<file path="config.mk">
export PLATFORM = sky130hd
export DESIGN_NAME = bitmap_slab_allocator_core
export DESIGN_NICKNAME = d
export VERILOG_FILES = /design/src/rtl/bsa_pkg.sv /design/src/rtl/bsa_ram.sv /design/src/rtl/bitmap_slab_allocator_core.sv
export SDC_FILE = /design/constraint.sdc
export NUM_CORES = 2
export LEC_CHECK = 0
export BUFFER_PORTS_ARGS = -buffer_cell sky130_fd_sc_hd__buf_2
export CAP_MARGIN = 15
export CORE_MARGIN = 5
export CORE_UTILIZATION = 50
export CTS_CLUSTER_SIZE = 25
export DETAILED_ROUTE_END_ITERATION = 8
export PLACE_DENSITY_LB_ADDON = 0.08
export SLEW_MARGIN = 40
export SYNTH_ARGS = -nofsm -noshare
export SYNTH_HDL_FRONTEND = slang
export SYNTH_SLANG_ARGS = --single-unit
</file>
<file path="constraint.sdc">
create_clock -name clk_i -period 26.4 [get_ports clk_i]
set_input_delay 1.32 -clock clk_i [delete_from_list [all_inputs] [get_ports clk_i]]
set_output_delay 1.32 -clock clk_i [all_outputs]
set_load 0.01 [all_outputs]
</file>
<file path="src/rtl/bsa_pkg.sv">
// Shared types and constants for the bitmap slab allocator.
// Used by the top level; the generic RAM has no dependencies.
package bsa_pkg;

  // Field widths of the stream payloads and configuration registers.
  localparam int unsigned ADDR_W      = 48;
  localparam int unsigned SIZE_W      = 17;
  localparam int unsigned COUNT_W     = 11;
  localparam int unsigned OUT_IDX_W   = 10;
  localparam int unsigned MODE_W      = 2;
  localparam int unsigned STATUS_W    = 2;
  localparam int unsigned CFG_IDX_W   = 2;
  localparam int unsigned S_TDATA_W   = 48;
  localparam int unsigned M_TDATA_W   = 64;

  // Register values after reset.
  localparam logic [ADDR_W-1:0]  BASE_RESET  = '0;
  localparam logic [SIZE_W-1:0]  SIZE_RESET  = 17'd64;
  localparam logic [COUNT_W-1:0] COUNT_RESET = 11'd1024;

  // Configuration register indexes.
  typedef enum logic [CFG_IDX_W-1:0] {
    CFG_BASE  = 2'd0,
    CFG_SIZE  = 2'd1,
    CFG_COUNT = 2'd2
  } cfg_idx_e;

  // Request kinds carried in the input tuser.
  typedef enum logic [MODE_W-1:0] {
    MODE_ALLOC  = 2'd0,
    MODE_FREE   = 2'd1,
    MODE_LOOKUP = 2'd2
  } mode_e;

  // Result status carried in the output tuser.
  typedef enum logic [STATUS_W-1:0] {
    STAT_OK    = 2'd0,
    STAT_EMPTY = 2'd1,
    STAT_RANGE = 2'd2
  } status_e;

  // Sequencer states.
  typedef enum logic [3:0] {
    S_CLEAR,
    S_IDLE,
    S_SUB,
    S_DIV,
    S_CMP,
    S_F_RD,
    S_F_WR,
    S_A_RD,
    S_A_CHK,
    S_A_MUL,
    S_DONE
  } state_e;

endpackage

</file>
<file path="src/rtl/bsa_ram.sv">
// Generic single-clock RAM with one write port and one registered read port.
// No dependencies.
module bsa_ram #(
  parameter int unsigned WIDTH = 64,
  parameter int unsigned DEPTH = 16
) (
  input  logic                                      clk_i,
  input  logic                                      we_i,
  input  logic [((DEPTH > 1) ? $clog2(DEPTH) : 1)-1:0] waddr_i,
  input  logic [WIDTH-1:0]                          wdata_i,
  input  logic [((DEPTH > 1) ? $clog2(DEPTH) : 1)-1:0] raddr_i,
  output logic [WIDTH-1:0]                          rdata_o
);

  logic [WIDTH-1:0] mem_q [DEPTH];
  logic [WIDTH-1:0] rdata_q;

  // Write port and registered read port.
  always_ff @(posedge clk_i) begin
    if (we_i) begin
      mem_q[waddr_i] <= wdata_i;
    end
    rdata_q <= mem_q[raddr_i];
  end

  assign rdata_o = rdata_q;

endmodule

</file>
<file path="src/rtl/bitmap_slab_allocator_core.sv">
// Bitmap slab allocator: a free bitmap in RAM, driven by a small sequencer
// around one shared 48-bit adder/subtractor. Depends on bsa_pkg and bsa_ram.
//
// The input is not ready while a request is being worked off. After reset a
// clearing pass writes one bitmap word a cycle, MAP_WORDS words in all (16 at
// the default sizes), before the first request is taken; configuration
// writes are taken at any time. An allocate reads bitmap words one after the
// other, each read in S_A_RD and checked in S_A_CHK, until a free bit below the
// object count turns up or the word base reaches the count, then forms the
// address by shift-and-add of index times size onto the base. A lookup runs a
// restoring division of the address offset, one quotient bit a cycle. A free
// does the same division, then splits the index into word and bit with a shift
// and a mask (WORD_BITS must be a power of two) and does a read-modify-write of
// the bitmap word. A finished result sits in an output register, so the next
// request may be taken while it waits for its transfer.
module bitmap_slab_allocator_core #(
  parameter int unsigned MAX_OBJECTS = 1024,
  parameter int unsigned WORD_BITS   = 64
) (
  input  logic                              clk_i,
  input  logic                              rst_ni,
  // Configuration write channel.
  input  logic                              cfg_valid_i,
  output logic                              cfg_ready_o,
  input  logic [bsa_pkg::CFG_IDX_W-1:0]     cfg_index_i,
  input  logic [bsa_pkg::ADDR_W-1:0]        cfg_data_i,
  // Request stream.
  input  logic                              s_axis_tvalid_i,
  output logic                              s_axis_tready_o,
  input  logic [bsa_pkg::S_TDATA_W-1:0]     s_axis_tdata_i,  // [47:0] address
  input  logic [bsa_pkg::MODE_W-1:0]        s_axis_tuser_i,  // [1:0] mode
  // Result stream.
  output logic                              m_axis_tvalid_o,
  input  logic                              m_axis_tready_i,
  output logic [bsa_pkg::M_TDATA_W-1:0]     m_axis_tdata_o,  // [47:0] object_address,
                                                             // [57:48] object_index, zero pad
  output logic [bsa_pkg::STATUS_W-1:0]      m_axis_tuser_o   // [1:0] status
);

  import bsa_pkg::*;

  localparam int unsigned MAP_WORDS = (MAX_OBJECTS + WORD_BITS - 1) / WORD_BITS;
  localparam int unsigned WA_W      = (MAP_WORDS > 1) ? $clog2(MAP_WORDS) : 1;
  localparam int unsigned IDX_W     = $clog2(MAX_OBJECTS);
  localparam int unsigned CNT_W     = $clog2(MAX_OBJECTS + 1);
  localparam int unsigned CW        = (CNT_W > COUNT_W) ? CNT_W : COUNT_W;
  localparam int unsigned WB_W      = CNT_W + 1;
  localparam int unsigned BP_W      = $clog2(WORD_BITS);
  localparam int unsigned ITER_W    = $clog2(ADDR_W + 1);

  // Configuration registers.
  logic [ADDR_W-1:0]  base_q;
  logic [SIZE_W-1:0]  size_q;
  logic [COUNT_W-1:0] count_q;

  // Sequencer and datapath registers.
  state_e              state_q, state_d;
  logic [WA_W-1:0]     clr_ptr_q, clr_ptr_d;
  mode_e               mode_q, mode_d;
  logic [ADDR_W-1:0]   dq_q, dq_d;
  logic [SIZE_W-1:0]   rem_q, rem_d;
  logic [SIZE_W-1:0]   div_q, div_d;
  logic [ITER_W-1:0]   iter_q, iter_d;
  logic [WA_W-1:0]     w_q, w_d;
  logic [WB_W-1:0]     wbase_q, wbase_d;
  logic [ADDR_W-1:0]   acc_q, acc_d;
  logic [ADDR_W-1:0]   mcand_q, mcand_d;
  logic [IDX_W-1:0]    mplier_q, mplier_d;
  logic [IDX_W-1:0]    res_idx_q, res_idx_d;
  status_e             res_status_q, res_status_d;

  // Output register.
  logic                out_valid_q, out_valid_d;
  status_e             out_status_q, out_status_d;
  logic [ADDR_W-1:0]   out_addr_q, out_addr_d;
  logic [IDX_W-1:0]    out_idx_q, out_idx_d;

  // Derived configuration values.
  logic [SIZE_W-1:0]   size_eff;
  logic [CW-1:0]       cnt_wide;
  logic [CNT_W-1:0]    cnt_eff;

  // Shared adder/subtractor.
  logic [ADDR_W-1:0]   alu_a, alu_b, alu_res;
  logic                alu_sub, alu_co, alu_borrow;

  // Bitmap RAM and word search.
  logic                 ram_we;
  logic [WA_W-1:0]      ram_waddr, ram_raddr;
  logic [WORD_BITS-1:0] ram_wdata, ram_rdata;
  logic [WB_W-1:0]      rem_bits;
  logic [WORD_BITS-1:0] word_mask, masked, lowest;
  logic [BP_W-1:0]      low_pos;
  logic [IDX_W-1:0]     found_idx;
  logic [WORD_BITS-1:0] bit_onehot;
  logic [IDX_W+OUT_IDX_W-1:0] out_idx_ext;

  // Effective size and count: a zero size acts as one, the count saturates.
  assign size_eff = (size_q == '0) ? SIZE_W'(1) : size_q;
  assign cnt_wide = CW'(count_q);
  assign cnt_eff  = (cnt_wide > CW'(MAX_OBJECTS)) ? CNT_W'(MAX_OBJECTS) : CNT_W'(cnt_wide);

  // Configuration writes are always accepted.
  assign cfg_ready_o = 1'b1;

  always_ff @(posedge clk_i or negedge rst_ni) begin
    if (!rst_ni) begin
      base_q  <= BASE_RESET;
      size_q  <= SIZE_RESET;
      count_q <= COUNT_RESET;
    end else if (cfg_valid_i) begin
      case (cfg_idx_e'(cfg_index_i))
        CFG_BASE:  base_q  <= cfg_data_i;
        CFG_SIZE:  size_q  <= cfg_data_i[SIZE_W-1:0];
        CFG_COUNT: count_q <= cfg_data_i[COUNT_W-1:0];
        default: ;
      endcase
    end
  end

  // Operand selection for the shared adder.
  always_comb begin
    alu_a   = '0;
    alu_b   = '0;
    alu_sub = 1'b0;
    case (state_q)
      S_SUB: begin
        alu_a   = dq_q;
        alu_b   = base_q;
        alu_sub = 1'b1;
      end
      S_DIV: begin
        alu_a   = ADDR_W'({rem_q, dq_q[ADDR_W-1]});
        alu_b   = ADDR_W'(div_q);
        alu_sub = 1'b1;
      end
      S_CMP: begin
        alu_a   = dq_q;
        alu_b   = ADDR_W'(cnt_eff);
        alu_sub = 1'b1;
      end
      S_A_MUL: begin
        alu_a   = acc_q;
        alu_b   = mcand_q;
      end
      default: ;
    endcase
  end

  assign {alu_co, alu_res} = {1'b0, alu_a} + {1'b0, (alu_sub ? ~alu_b : alu_b)}
                             + {{ADDR_W{1'b0}}, alu_sub};
  assign alu_borrow = alu_sub & ~alu_co;

  // Search of one bitmap word for the lowest free bit below the count.
  assign rem_bits = WB_W'(cnt_eff) - wbase_q;
  always_comb begin
    for (int b = 0; b < WORD_BITS; b++) begin
      word_mask[b] = (rem_bits > WB_W'(b));
    end
  end
  assign masked = ram_rdata & word_mask;
  assign lowest = masked & (~masked + WORD_BITS'(1));
  always_comb begin
    low_pos = '0;
    for (int b = 0; b < WORD_BITS; b++) begin
      if (lowest[b]) begin
        low_pos = low_pos | BP_W'(b);
      end
    end
  end
  assign found_idx  = IDX_W'(wbase_q) + IDX_W'(low_pos);
  assign bit_onehot = {{(WORD_BITS-1){1'b0}}, 1'b1} << res_idx_q[BP_W-1:0];

  // Sequencer: next state, datapath updates and RAM control.
  always_comb begin
    state_d      = state_q;
    clr_ptr_d    = clr_ptr_q;
    mode_d       = mode_q;
    dq_d         = dq_q;
    rem_d        = rem_q;
    div_d        = div_q;
    iter_d       = iter_q;
    w_d          = w_q;
    wbase_d      = wbase_q;
    acc_d        = acc_q;
    mcand_d      = mcand_q;
    mplier_d     = mplier_q;
    res_idx_d    = res_idx_q;
    res_status_d = res_status_q;
    out_valid_d  = out_valid_q;
    out_status_d = out_status_q;
    out_addr_d   = out_addr_q;
    out_idx_d    = out_idx_q;
    ram_we       = 1'b0;
    ram_waddr    = w_q;
    ram_wdata    = ram_rdata;
    ram_raddr    = w_q;

    // The output register empties on a transfer.
    if (out_valid_q && m_axis_tready_i) begin
      out_valid_d = 1'b0;
    end

    case (state_q)
      S_CLEAR: begin
        ram_we    = 1'b1;
        ram_waddr = clr_ptr_q;
        ram_wdata = '1;
        clr_ptr_d = clr_ptr_q + WA_W'(1);
        if (clr_ptr_q == WA_W'(MAP_WORDS - 1)) begin
          state_d = S_IDLE;
        end
      end
      S_IDLE: begin
        if (s_axis_tvalid_i) begin
          mode_d       = mode_e'(s_axis_tuser_i);
          dq_d         = s_axis_tdata_i[ADDR_W-1:0];
          rem_d        = '0;
          div_d        = size_eff;
          iter_d       = ITER_W'(ADDR_W);
          w_d          = '0;
          wbase_d      = '0;
          acc_d        = '0;
          res_idx_d    = '0;
          res_status_d = STAT_RANGE;
          case (mode_e'(s_axis_tuser_i))
            MODE_ALLOC:  state_d = S_A_RD;
            MODE_FREE:   state_d = S_SUB;
            MODE_LOOKUP: state_d = S_SUB;
            default:     state_d = S_DONE;
          endcase
        end
      end
      // Offset from the base; an address below the base is out of range.
      S_SUB: begin
        if (alu_borrow) begin
          state_d = S_DONE;
        end else begin
          dq_d    = alu_res;
          rem_d   = '0;
          state_d = S_DIV;
        end
      end
      // One restoring division step: quotient bits enter dq from the bottom.
      S_DIV: begin
        rem_d  = alu_borrow ? {rem_q[SIZE_W-2:0], dq_q[ADDR_W-1]} : alu_res[SIZE_W-1:0];
        dq_d   = {dq_q[ADDR_W-2:0], ~alu_borrow};
        iter_d = iter_q - ITER_W'(1);
        if (iter_q == ITER_W'(1)) begin
          state_d = S_CMP;
        end
      end
      // Index must lie below the count; a free then splits it into word and bit.
      S_CMP: begin
        if (!alu_borrow) begin
          state_d = S_DONE;
        end else begin
          res_idx_d = dq_q[IDX_W-1:0];
          if (mode_q == MODE_LOOKUP) begin
            res_status_d = STAT_OK;
            state_d      = S_DONE;
          end else begin
            state_d = S_F_RD;
          end
        end
      end
      // The upper index bits select the word, the lower ones the bit in it.
      S_F_RD: begin
        ram_raddr = WA_W'(res_idx_q >> BP_W);
        state_d   = S_F_WR;
      end
      S_F_WR: begin
        ram_we       = 1'b1;
        ram_waddr    = WA_W'(res_idx_q >> BP_W);
        ram_wdata    = ram_rdata | bit_onehot;
        res_status_d = STAT_OK;
        state_d      = S_DONE;
      end
      // Allocation scan: stop when the word base reaches the count.
      S_A_RD: begin
        if (wbase_q >= WB_W'(cnt_eff)) begin
          res_status_d = STAT_EMPTY;
          state_d      = S_DONE;
        end else begin
          state_d = S_A_CHK;
        end
      end
      S_A_CHK: begin
        if (masked != '0) begin
          ram_we    = 1'b1;
          ram_wdata = ram_rdata & ~lowest;
          res_idx_d = found_idx;
          acc_d     = base_q;
          mcand_d   = ADDR_W'(size_eff);
          mplier_d  = found_idx;
          iter_d    = ITER_W'(IDX_W);
          state_d   = S_A_MUL;
        end else begin
          w_d     = w_q + WA_W'(1);
          wbase_d = wbase_q + WB_W'(WORD_BITS);
          state_d = S_A_RD;
        end
      end
      // Shift-and-add of index times size onto the base, modulo 2^48.
      S_A_MUL: begin
        if (mplier_q[0]) begin
          acc_d = alu_res;
        end
        mcand_d  = mcand_q << 1;
        mplier_d = mplier_q >> 1;
        iter_d   = iter_q - ITER_W'(1);
        if (iter_q == ITER_W'(1)) begin
          res_status_d = STAT_OK;
          state_d      = S_DONE;
        end
      end
      // Hand the result to the output register once it is free.
      S_DONE: begin
        if (!out_valid_q || m_axis_tready_i) begin
          out_valid_d  = 1'b1;
          out_status_d = res_status_q;
          out_addr_d   = acc_q;
          out_idx_d    = res_idx_q;
          state_d      = S_IDLE;
        end
      end
      default: state_d = S_IDLE;
    endcase
  end

  // Control state.
  always_ff @(posedge clk_i or negedge rst_ni) begin
    if (!rst_ni) begin
      state_q     <= S_CLEAR;
      clr_ptr_q   <= '0;
      out_valid_q <= 1'b0;
    end else begin
      state_q     <= state_d;
      clr_ptr_q   <= clr_ptr_d;
      out_valid_q <= out_valid_d;
    end
  end

  // Datapath and payload registers.
  always_ff @(posedge clk_i) begin
    mode_q       <= mode_d;
    dq_q         <= dq_d;
    rem_q        <= rem_d;
    div_q        <= div_d;
    iter_q       <= iter_d;
    w_q          <= w_d;
    wbase_q      <= wbase_d;
    acc_q        <= acc_d;
    mcand_q      <= mcand_d;
    mplier_q     <= mplier_d;
    res_idx_q    <= res_idx_d;
    res_status_q <= res_status_d;
    out_status_q <= out_status_d;
    out_addr_q   <= out_addr_d;
    out_idx_q    <= out_idx_d;
  end

  // Free bitmap, one bit per object, set means free.
  bsa_ram #(
    .WIDTH (WORD_BITS),
    .DEPTH (MAP_WORDS)
  ) u_map (
    .clk_i   (clk_i),
    .we_i    (ram_we),
    .waddr_i (ram_waddr),
    .wdata_i (ram_wdata),
    .raddr_i (ram_raddr),
    .rdata_o (ram_rdata)
  );

  // Ports.
  assign out_idx_ext     = {{OUT_IDX_W{1'b0}}, out_idx_q};
  assign s_axis_tready_o = (state_q == S_IDLE);
  assign m_axis_tvalid_o = out_valid_q;
  assign m_axis_tuser_o  = out_status_q;
  assign m_axis_tdata_o  = {{(M_TDATA_W-ADDR_W-OUT_IDX_W){1'b0}},
                            out_idx_ext[OUT_IDX_W-1:0], out_addr_q};

  // An error result carries zero address and index.
  assert property (@(posedge clk_i) disable iff (!rst_ni)
    (out_valid_q && out_status_q != STAT_OK) |-> (out_addr_q == '0 && out_idx_q == '0))
    else $error("error result with nonzero fields");

  // A successful result names an index below the count.
  assert property (@(posedge clk_i) disable iff (!rst_ni)
    (out_valid_q && out_status_q == STAT_OK) |-> (CNT_W'(out_idx_q) < cnt_eff))
    else $error("result index at or above the object count");

  // Once a request is taken the input stays closed until it is worked off.
  assert property (@(posedge clk_i) disable iff (!rst_ni)
    (s_axis_tvalid_i && s_axis_tready_o) |=> !s_axis_tready_o)
    else $error("request taken while another is in progress");

  // The clearing pass never overlaps a request.
  assert property (@(posedge clk_i) disable iff (!rst_ni)
    (state_q == S_CLEAR) |-> (!s_axis_tready_o && !out_valid_q))
    else $error("clearing pass overlaps request handling");

endmodule

</file>
== Word level (Yosys, flattened, before mapping) ==
Memories as Yosys holds them, arrays and structs flattened. A register that Yosys moved wholly into a read port is not among the register bits.
Cells that the tools add are included.
Storage, ports and cells
  register bits: 369
  bits in writable memories: 1024
  logic and storage cells: 353
  memories kept: 1
Memories
  u_map.mem_q: depth 16, bits a word 64, read ports 1, clocked after memory_dff 1, write ports 1, line bsa_ram.sv:15  | logic [WIDTH-1:0] mem_q [DEPTH];
Cells by class
  $add $sub $neg: 9
  $lt $le $gt $ge: 66
  equality and inequality tests: 32
  shift operators: 1
  mux-type cells: 180
  bitwise operators: 10
  reduce and logical (&&, ||, !) cells: 33
Operator list (number)
  2-to-1 mux 48 bit: 17
  one-hot mux 48 bit (3 select lines): 3
  > comparator 12 x 6 -> 1 bit, second input constant: 32
  2-to-1 mux 6 bit: 36
  AND 64 bit: 3
  > comparator 12 x 5 -> 1 bit, second input constant: 16
  one-hot mux 48 bit (4 select lines): 1
  one-hot mux 64 bit (3 select lines): 1
  2-to-1 mux 17 bit: 10
  2-to-1 mux 4 bit: 35
  2-to-1 mux 64 bit: 2
  inverter 64 bit: 2
  > comparator 12 x 4 -> 1 bit, second input constant: 8
  one-hot mux 48 bit (2 select lines): 1
  2-to-1 mux 10 bit: 8
  2-to-1 mux 5 bit: 16
  adder 64 x 1 -> 64 bit, second input constant: 1
  OR 64 bit: 1
  nonzero test 64 bit: 1
  << shifter 1 x 6 -> 64 bit, first input constant: 1
  one-hot mux 17 bit (3 select lines): 1
  adder 48 x 48 -> 49 bit: 1
  adder 49 x 1 -> 49 bit: 1
  > comparator 12 x 3 -> 1 bit, second input constant: 4
  other kinds (50): 129

== Depth between registers and ports, before layout ==
  word-level depth: 75
  gate-level depth with buffers: 23
  gate-level depth less buffers: 19

== Modules after synthesis ==
Synthesis repeated with hierarchy kept, for this count alone.
Second synthesis, totals
  cells, all modules: 4054
  area total of the unflattened synthesis: 62545.0 µm²
Modules (own cells, without submodules)
  bsa_ram: instances 1, cells an instance 1647, area each 39581.7 µm², sequential area each 32030.7 µm²
  bitmap_slab_allocator_core: instances 1, cells an instance 2407, area each 22963.3 µm², sequential area each 10477.5 µm²

== Least setup slack after synthesis ==
No wires, ideal clock.
  kind: reg-to-reg
  start: reg state_q[3]
  end: reg dq_q[0], enable pin
  arrival time: 8.867 ns
  required time: 25.812 ns
  setup slack: 16.946 ns
  cell stages (with the launch flop): 20
  path buffers: 2
  period minus slack after synthesis: 9.454 ns
  path through: dfrtp_1 > clkbuf_1 > nor4b_1 > nor2_1 > clkbuf_1 > a221oi_1 > inv_1 > fa_1 > nor2b_1 > o21ai_0 > a21boi_0 > o41a_1 > o41a_1 > a31oi_1 > a21oi_1 > a221o_1 > a211oi_1 > nor2_1 > o21ai_0 > a21boi_0
Between the ends
  cells in the longest elaborated chain, start to end: 10
  elaborated cells between the ends (all ways): 20
  classes of those cells: add/sub: 2; eq/ne: 7; mux: 4; bitwise: 3; reduce/logical: 4
Ends and longest elaborated chain
  from (decl): line bitmap_slab_allocator_core.sv:57  | state_e state_q, state_d;
  from (signal assigned): line bitmap_slab_allocator_core.sv:338  | state_q <= state_d;
  equality test 4 bit (tied with other cells): line bitmap_slab_allocator_core.sv:126  | case (state_q)
  one-hot mux 48 bit (4 select lines) or OR reduction 3 bit (tied branches)
  inverter 48 bit or 2-to-1 mux 1 bit (tied branches): line bitmap_slab_allocator_core.sv:150, bitmap_slab_allocator_core.sv:126
  2-to-1 mux 48 bit: line bitmap_slab_allocator_core.sv:150  | assign {alu_co, alu_res} = {1'b0, alu_a} + {1'b0, (alu_sub ? ~alu_b : alu_b)}
  adder 48 x 48 -> 49 bit: line bitmap_slab_allocator_core.sv:150
  adder 49 x 1 -> 49 bit: line bitmap_slab_allocator_core.sv:151  | + {{ADDR_W{1'b0}}, alu_sub};
  inverter 1 bit: line bitmap_slab_allocator_core.sv:152  | assign alu_borrow = alu_sub & ~alu_co;
  AND 1 bit: line bitmap_slab_allocator_core.sv:152
  inequality test 2 bit (no line)
  AND reduction 3 bit (no line) *
  to (signal assigned): line bitmap_slab_allocator_core.sv:347  | dq_q <= dq_d;
  to (decl): line bitmap_slab_allocator_core.sv:60  | logic [ADDR_W-1:0] dq_q, dq_d;
Mark *: on every way between the ends. The rest lies on a longest branch, timed or not.
A chain may end at the register's enable or synchronous reset.

== Final worst setup path ==
  start: reg count_q[10] (netlist: cnt_wide[10])
  end: mem u_map.mem_q[9][59], enable pin
Between the ends
  cells in the longest elaborated chain, start to end: 11
  elaborated cells between the ends (all ways): 74
  classes of those cells: add/sub: 1; order compare: 65; mux: 6; bitwise: 1; reduce/logical: 1
Ends and longest elaborated chain
  from (decl): line bitmap_slab_allocator_core.sv:54  | logic [COUNT_W-1:0] count_q;
  from (signal assigned): line bitmap_slab_allocator_core.sv:115  | CFG_COUNT: count_q <= cfg_data_i[COUNT_W-1:0];
  > comparator 11 bit: line bitmap_slab_allocator_core.sv:101  | assign cnt_eff = (cnt_wide > CW'(MAX_OBJECTS)) ? CNT_W'(MAX_OBJECTS) : CNT_W'(cnt_wide);
  2-to-1 mux 11 bit *: line bitmap_slab_allocator_core.sv:101
  subtractor 11 x 12 -> 12 bit *: line bitmap_slab_allocator_core.sv:155  | assign rem_bits = WB_W'(cnt_eff) - wbase_q;
  > comparator 12 x 1 -> 1 bit (tied with other cells): line bitmap_slab_allocator_core.sv:158  | word_mask[b] = (rem_bits > WB_W'(b));
  AND 64 bit *: line bitmap_slab_allocator_core.sv:161  | assign masked = ram_rdata & word_mask;
  nonzero test 64 bit *: line bitmap_slab_allocator_core.sv:289  | if (masked != '0) begin
  2-to-1 mux 1 bit *: line bitmap_slab_allocator_core.sv:289
  2-to-1 mux 1 bit *: line bitmap_slab_allocator_core.sv:204  | case (state_q)
  one-hot mux 1 bit (2 select lines) *: line bitmap_slab_allocator_core.sv:204
  2-to-1 mux 1 bit *: line bsa_ram.sv:20  | if (we_i) begin
  2-to-1 mux 1 bit (implied by the code) *: line bsa_ram.sv:21  | mem_q[waddr_i] <= wdata_i;
  to (decl): line bsa_ram.sv:15
Mark *: on every way between the ends. The rest lies on a longest branch, timed or not. The select of a mux whose other input is x is not followed.

==> qor.yml <==
numPortBuffers: 166
timing.rr.end: "u_map.mem_q[9][59]"
synth.largest_area_cell: "sky130_fd_sc_hd__edfxtp_1"
post_cts.repair.setup_buffers: 0
final_common_cell: "sky130_fd_sc_hd__edfxtp_1"
postSynth.asyncResetShare_pct: 5.86
pwr_density_cell_nw_per_um2: 121
antenna_found_initial: 2
synth_ff_type: "sky130_fd_sc_hd__edfxtp_1"
dpl-instance-area_um2: 66700
most-common-layout-cells: "sky130_fd_sc_hd__edfxtp_1, sky130_fd_sc_hd__nand2_1, sky130_fd_sc_hd__mux4_2"
synth_largest_type_area_fraction_pct: 61.8
layout.nets: 4630
leak_nw: 24.9
worst_slew_pin_slew_ns: 0.925
min_delay_path_depth: 0
max_freq_mhz: 130
synthCells: 4256
cts_buffers: 153
reg2regPathDepth: 18
relSlewSlack_pct: 36.7
post-route-worst-setup-slack_ns: 18.74
detail-route-antenna-nets: 0
routed_via_density: 6.31
floorplan.die.height_um: 366
pre_cts_slack_ns: 18.70
synthesis.area_per_instance_um2: 14.9
cts_tree: "done"
detail_route.wl_per_cell_um: 29.7
clock_tree.buffer_depth: 3
track_usage_pct: 27.9
post_dp_hpwl_um: 119000
die-width_um: 366
die-area_um2: 134000
root_buffer: "sky130_fd_sc_hd__clkbuf_16"
sink_count: 1451
ff2ff_setup_slack_ns: 18.74
fin_skew_ns: 0.0406
max_cap_viol_count: 0
critPathArrivalTime_ns: 8.18
hold_path_class: "flop to flop"
timing.rr.start: "cnt_wide[10]"
gp_congestion: 0.985
worstPathMaxFanout: 32
drtIter0Drc: 4101
cts_hold_repair.buffers: 0
drive_gt1_share_pct: 22.0
tns_ns: 0
synthTopCellsByArea: "sky130_fd_sc_hd__edfxtp_1, sky130_fd_sc_hd__mux4_2, sky130_fd_sc_hd__dfrtp_1"
area_delta_synth_final_pct: 13.7
finalSetupViolCount: 0
clk_transition_reported_paths_ns: 0.06
outcome: "finished clean"
end_kind: "flop"
clock_latency_ns: 0.81
globalRoute.totalOverflow: 0
yosysSeqAreaShare_pct: 67.2
postCtsResizedCells: 0
drt_first_pass_iters: 7
number_of_synthesized_flops_with_an_enable_pin: 1302
worstPathRequired_ns: 26.91
post_synth_num_cell_types: 99
boundaryPins: 174
fp-row-count: 130
route.vias.total: 39400
fp.coreArea_um2: 126000
min_period_ns: 7.66
ctsHtreeMaxLevel: 4
timing_worst_setup_path_type: "flop to flop"
count_of_warnings_emitted_by_yosys: 0
rsz_0062_raised_after_global_routing: "no"
min_delay_endpoint: "out_addr_q[20]"
nature_of_the_critical_path_startpoint: "flop"
grt_pass1_wl_um: 272000
grt_start_max_net_pins: 131
finalMaxSlewViolations: 0
synth_area_um2: 63300
total_power_mw: 8.72
period_share_pct: 29.0
number_of_global_route_vias_before_repair: 39300
peakVddDrop_v: 0.0000776
detail_route.wirelength_um: 186000
ys_ff_latch: 1451
route.detailed.drc: 0
starting_utilization_of_the_core_area_pct: 50.3
stdcell_area_um2: 71900
finalHoldViolations: 0
worstHoldStart: "acc_q[20]"
-- synth_stat cells (all sizes together) (26+ instances only) --
cell type / number
nor3: 51
dfxtp: 64
a22o: 53
a21o: 45
mux4: 256
nor4: 31
inv: 65
a21oi: 197
clkbuf: 189
nand2: 413
nand3: 49
a211oi: 80
edfxtp: 1302
buf: 69
ha: 58
or2: 42
xor2: 28
a31oi: 110
o21ai: 181
nand4: 30
xnor2: 36
nor2: 249
and3: 26
mux2: 83
dfrtp: 83
nor2b: 29
mux2i: 50
and2: 120
-- worst max path at each step --
stage,start,end,slack [ns],cells past startpoint
finish,cnt_wide[10],u_map.mem_q[9][59],18.74,18
global route,cnt_wide[10],u_map.mem_q[9][50],18.37,18
global placement,state_q[3],rem_q[6],18.89,21
floorplan,state_q[3],dq_q[0],16.95,19
CTS,cnt_wide[10],u_map.mem_q[6][4],18.68,16
detailed placement,cnt_wide[10],u_map.mem_q[6][20],18.70,16
-- layer usage --
metal | global-route usage, % | routed length (um) | vias to the layer above
met2 | 45.8 | 89800 | 1649
li1 | - | - | 17100
met4 | 9.28 | 6400 | 4
met5 | 0 | 27 | -
met1 | 38.6 | 77200 | 20400
met3 | 4.36 | 12300 | 356
-- flip-flops by register name, summed over array words and instances, names as in the netlist, 4 cells and up --
register,flops
u_map.mem_q,1024
u_map.rdata_o,64
acc_q,48
base_q,48
dq_q,48
mcand_q,48
out_addr_q,48
div_q,17
rem_q,17
size_q,17
cnt_wide,11
mplier_q,10
out_idx_q,10
res_idx_q,10
iter_q,6
wbase_q,6
clr_ptr_q,4
state_q,4
w_q,4
-- area by class of cell --
type,count,area (um2)
fillers,10000,53800
repair buffers,308,2170
well taps,1650,2060
diodes,1,2.50
inverters,65,244
flip-flops and latches,1451,42500
clock inverters,96,996
multi-input cells,2487,19900
clock buffers,188,4040
-- stage by stage --
stage / std cells / hold slack [ns] / utilization, %
floorplan: 4261 / 0.400 / -
CTS: 6238 / 0.446 / 57.1
global placement: 5941 / 0.432 / 52.8
global route: 6245 / 0.458 / 57.2
detailed placement: 5954 / 0.436 / 53.1
finish: 6246 / 0.448 / 57.2
-- power breakdown --
group	internal, mW	switching (mW)	leakage [nW]
logic	0.969	1.96	9.11
clock network	1.21	0.922	2.46
registers	3.35	0.309	13.3
-- logic make-up after synthesis --
kind of cell | after synthesis | synth area share, %
and+or+nand+nor | 1117 | 8.51
xor gates and xnor gates | 64 | 0.910
DFF | 1451 | 67.2
other | 2 | 0.0119
adders and majority gates | 59 | 1.18
AOI/OAI and AO/OA | 851 | 8.79
muxes | 389 | 11.4
buffers and inverters | 323 | 2.01
-- worst max-delay path, stage by stage (launching register included) --
cell                      delay [ns]
sky130_fd_sc_hd__dfstp_2        0.87
sky130_fd_sc_hd__nor2b_1        0.12
sky130_fd_sc_hd__ha_1           0.50
sky130_fd_sc_hd__nand4_1        0.22
sky130_fd_sc_hd__o21ai_1        0.26
sky130_fd_sc_hd__o211a_1        0.59
sky130_fd_sc_hd__nand3_1        0.50
sky130_fd_sc_hd__buf_4          0.40
sky130_fd_sc_hd__o21ai_0        0.54
sky130_fd_sc_hd__nand4_1        0.32
sky130_fd_sc_hd__nor3_1         0.24
sky130_fd_sc_hd__and4_1         0.38
sky130_fd_sc_hd__and3_1         0.41
sky130_fd_sc_hd__nand2_1        0.44
sky130_fd_sc_hd__nand3_1        0.54
sky130_fd_sc_hd__nor2_4         0.19
sky130_fd_sc_hd__buf_8          0.26
sky130_fd_sc_hd__buf_4          0.26
sky130_fd_sc_hd__buf_12         0.22
No activity file was read; power rests on OpenSTA's default activity.
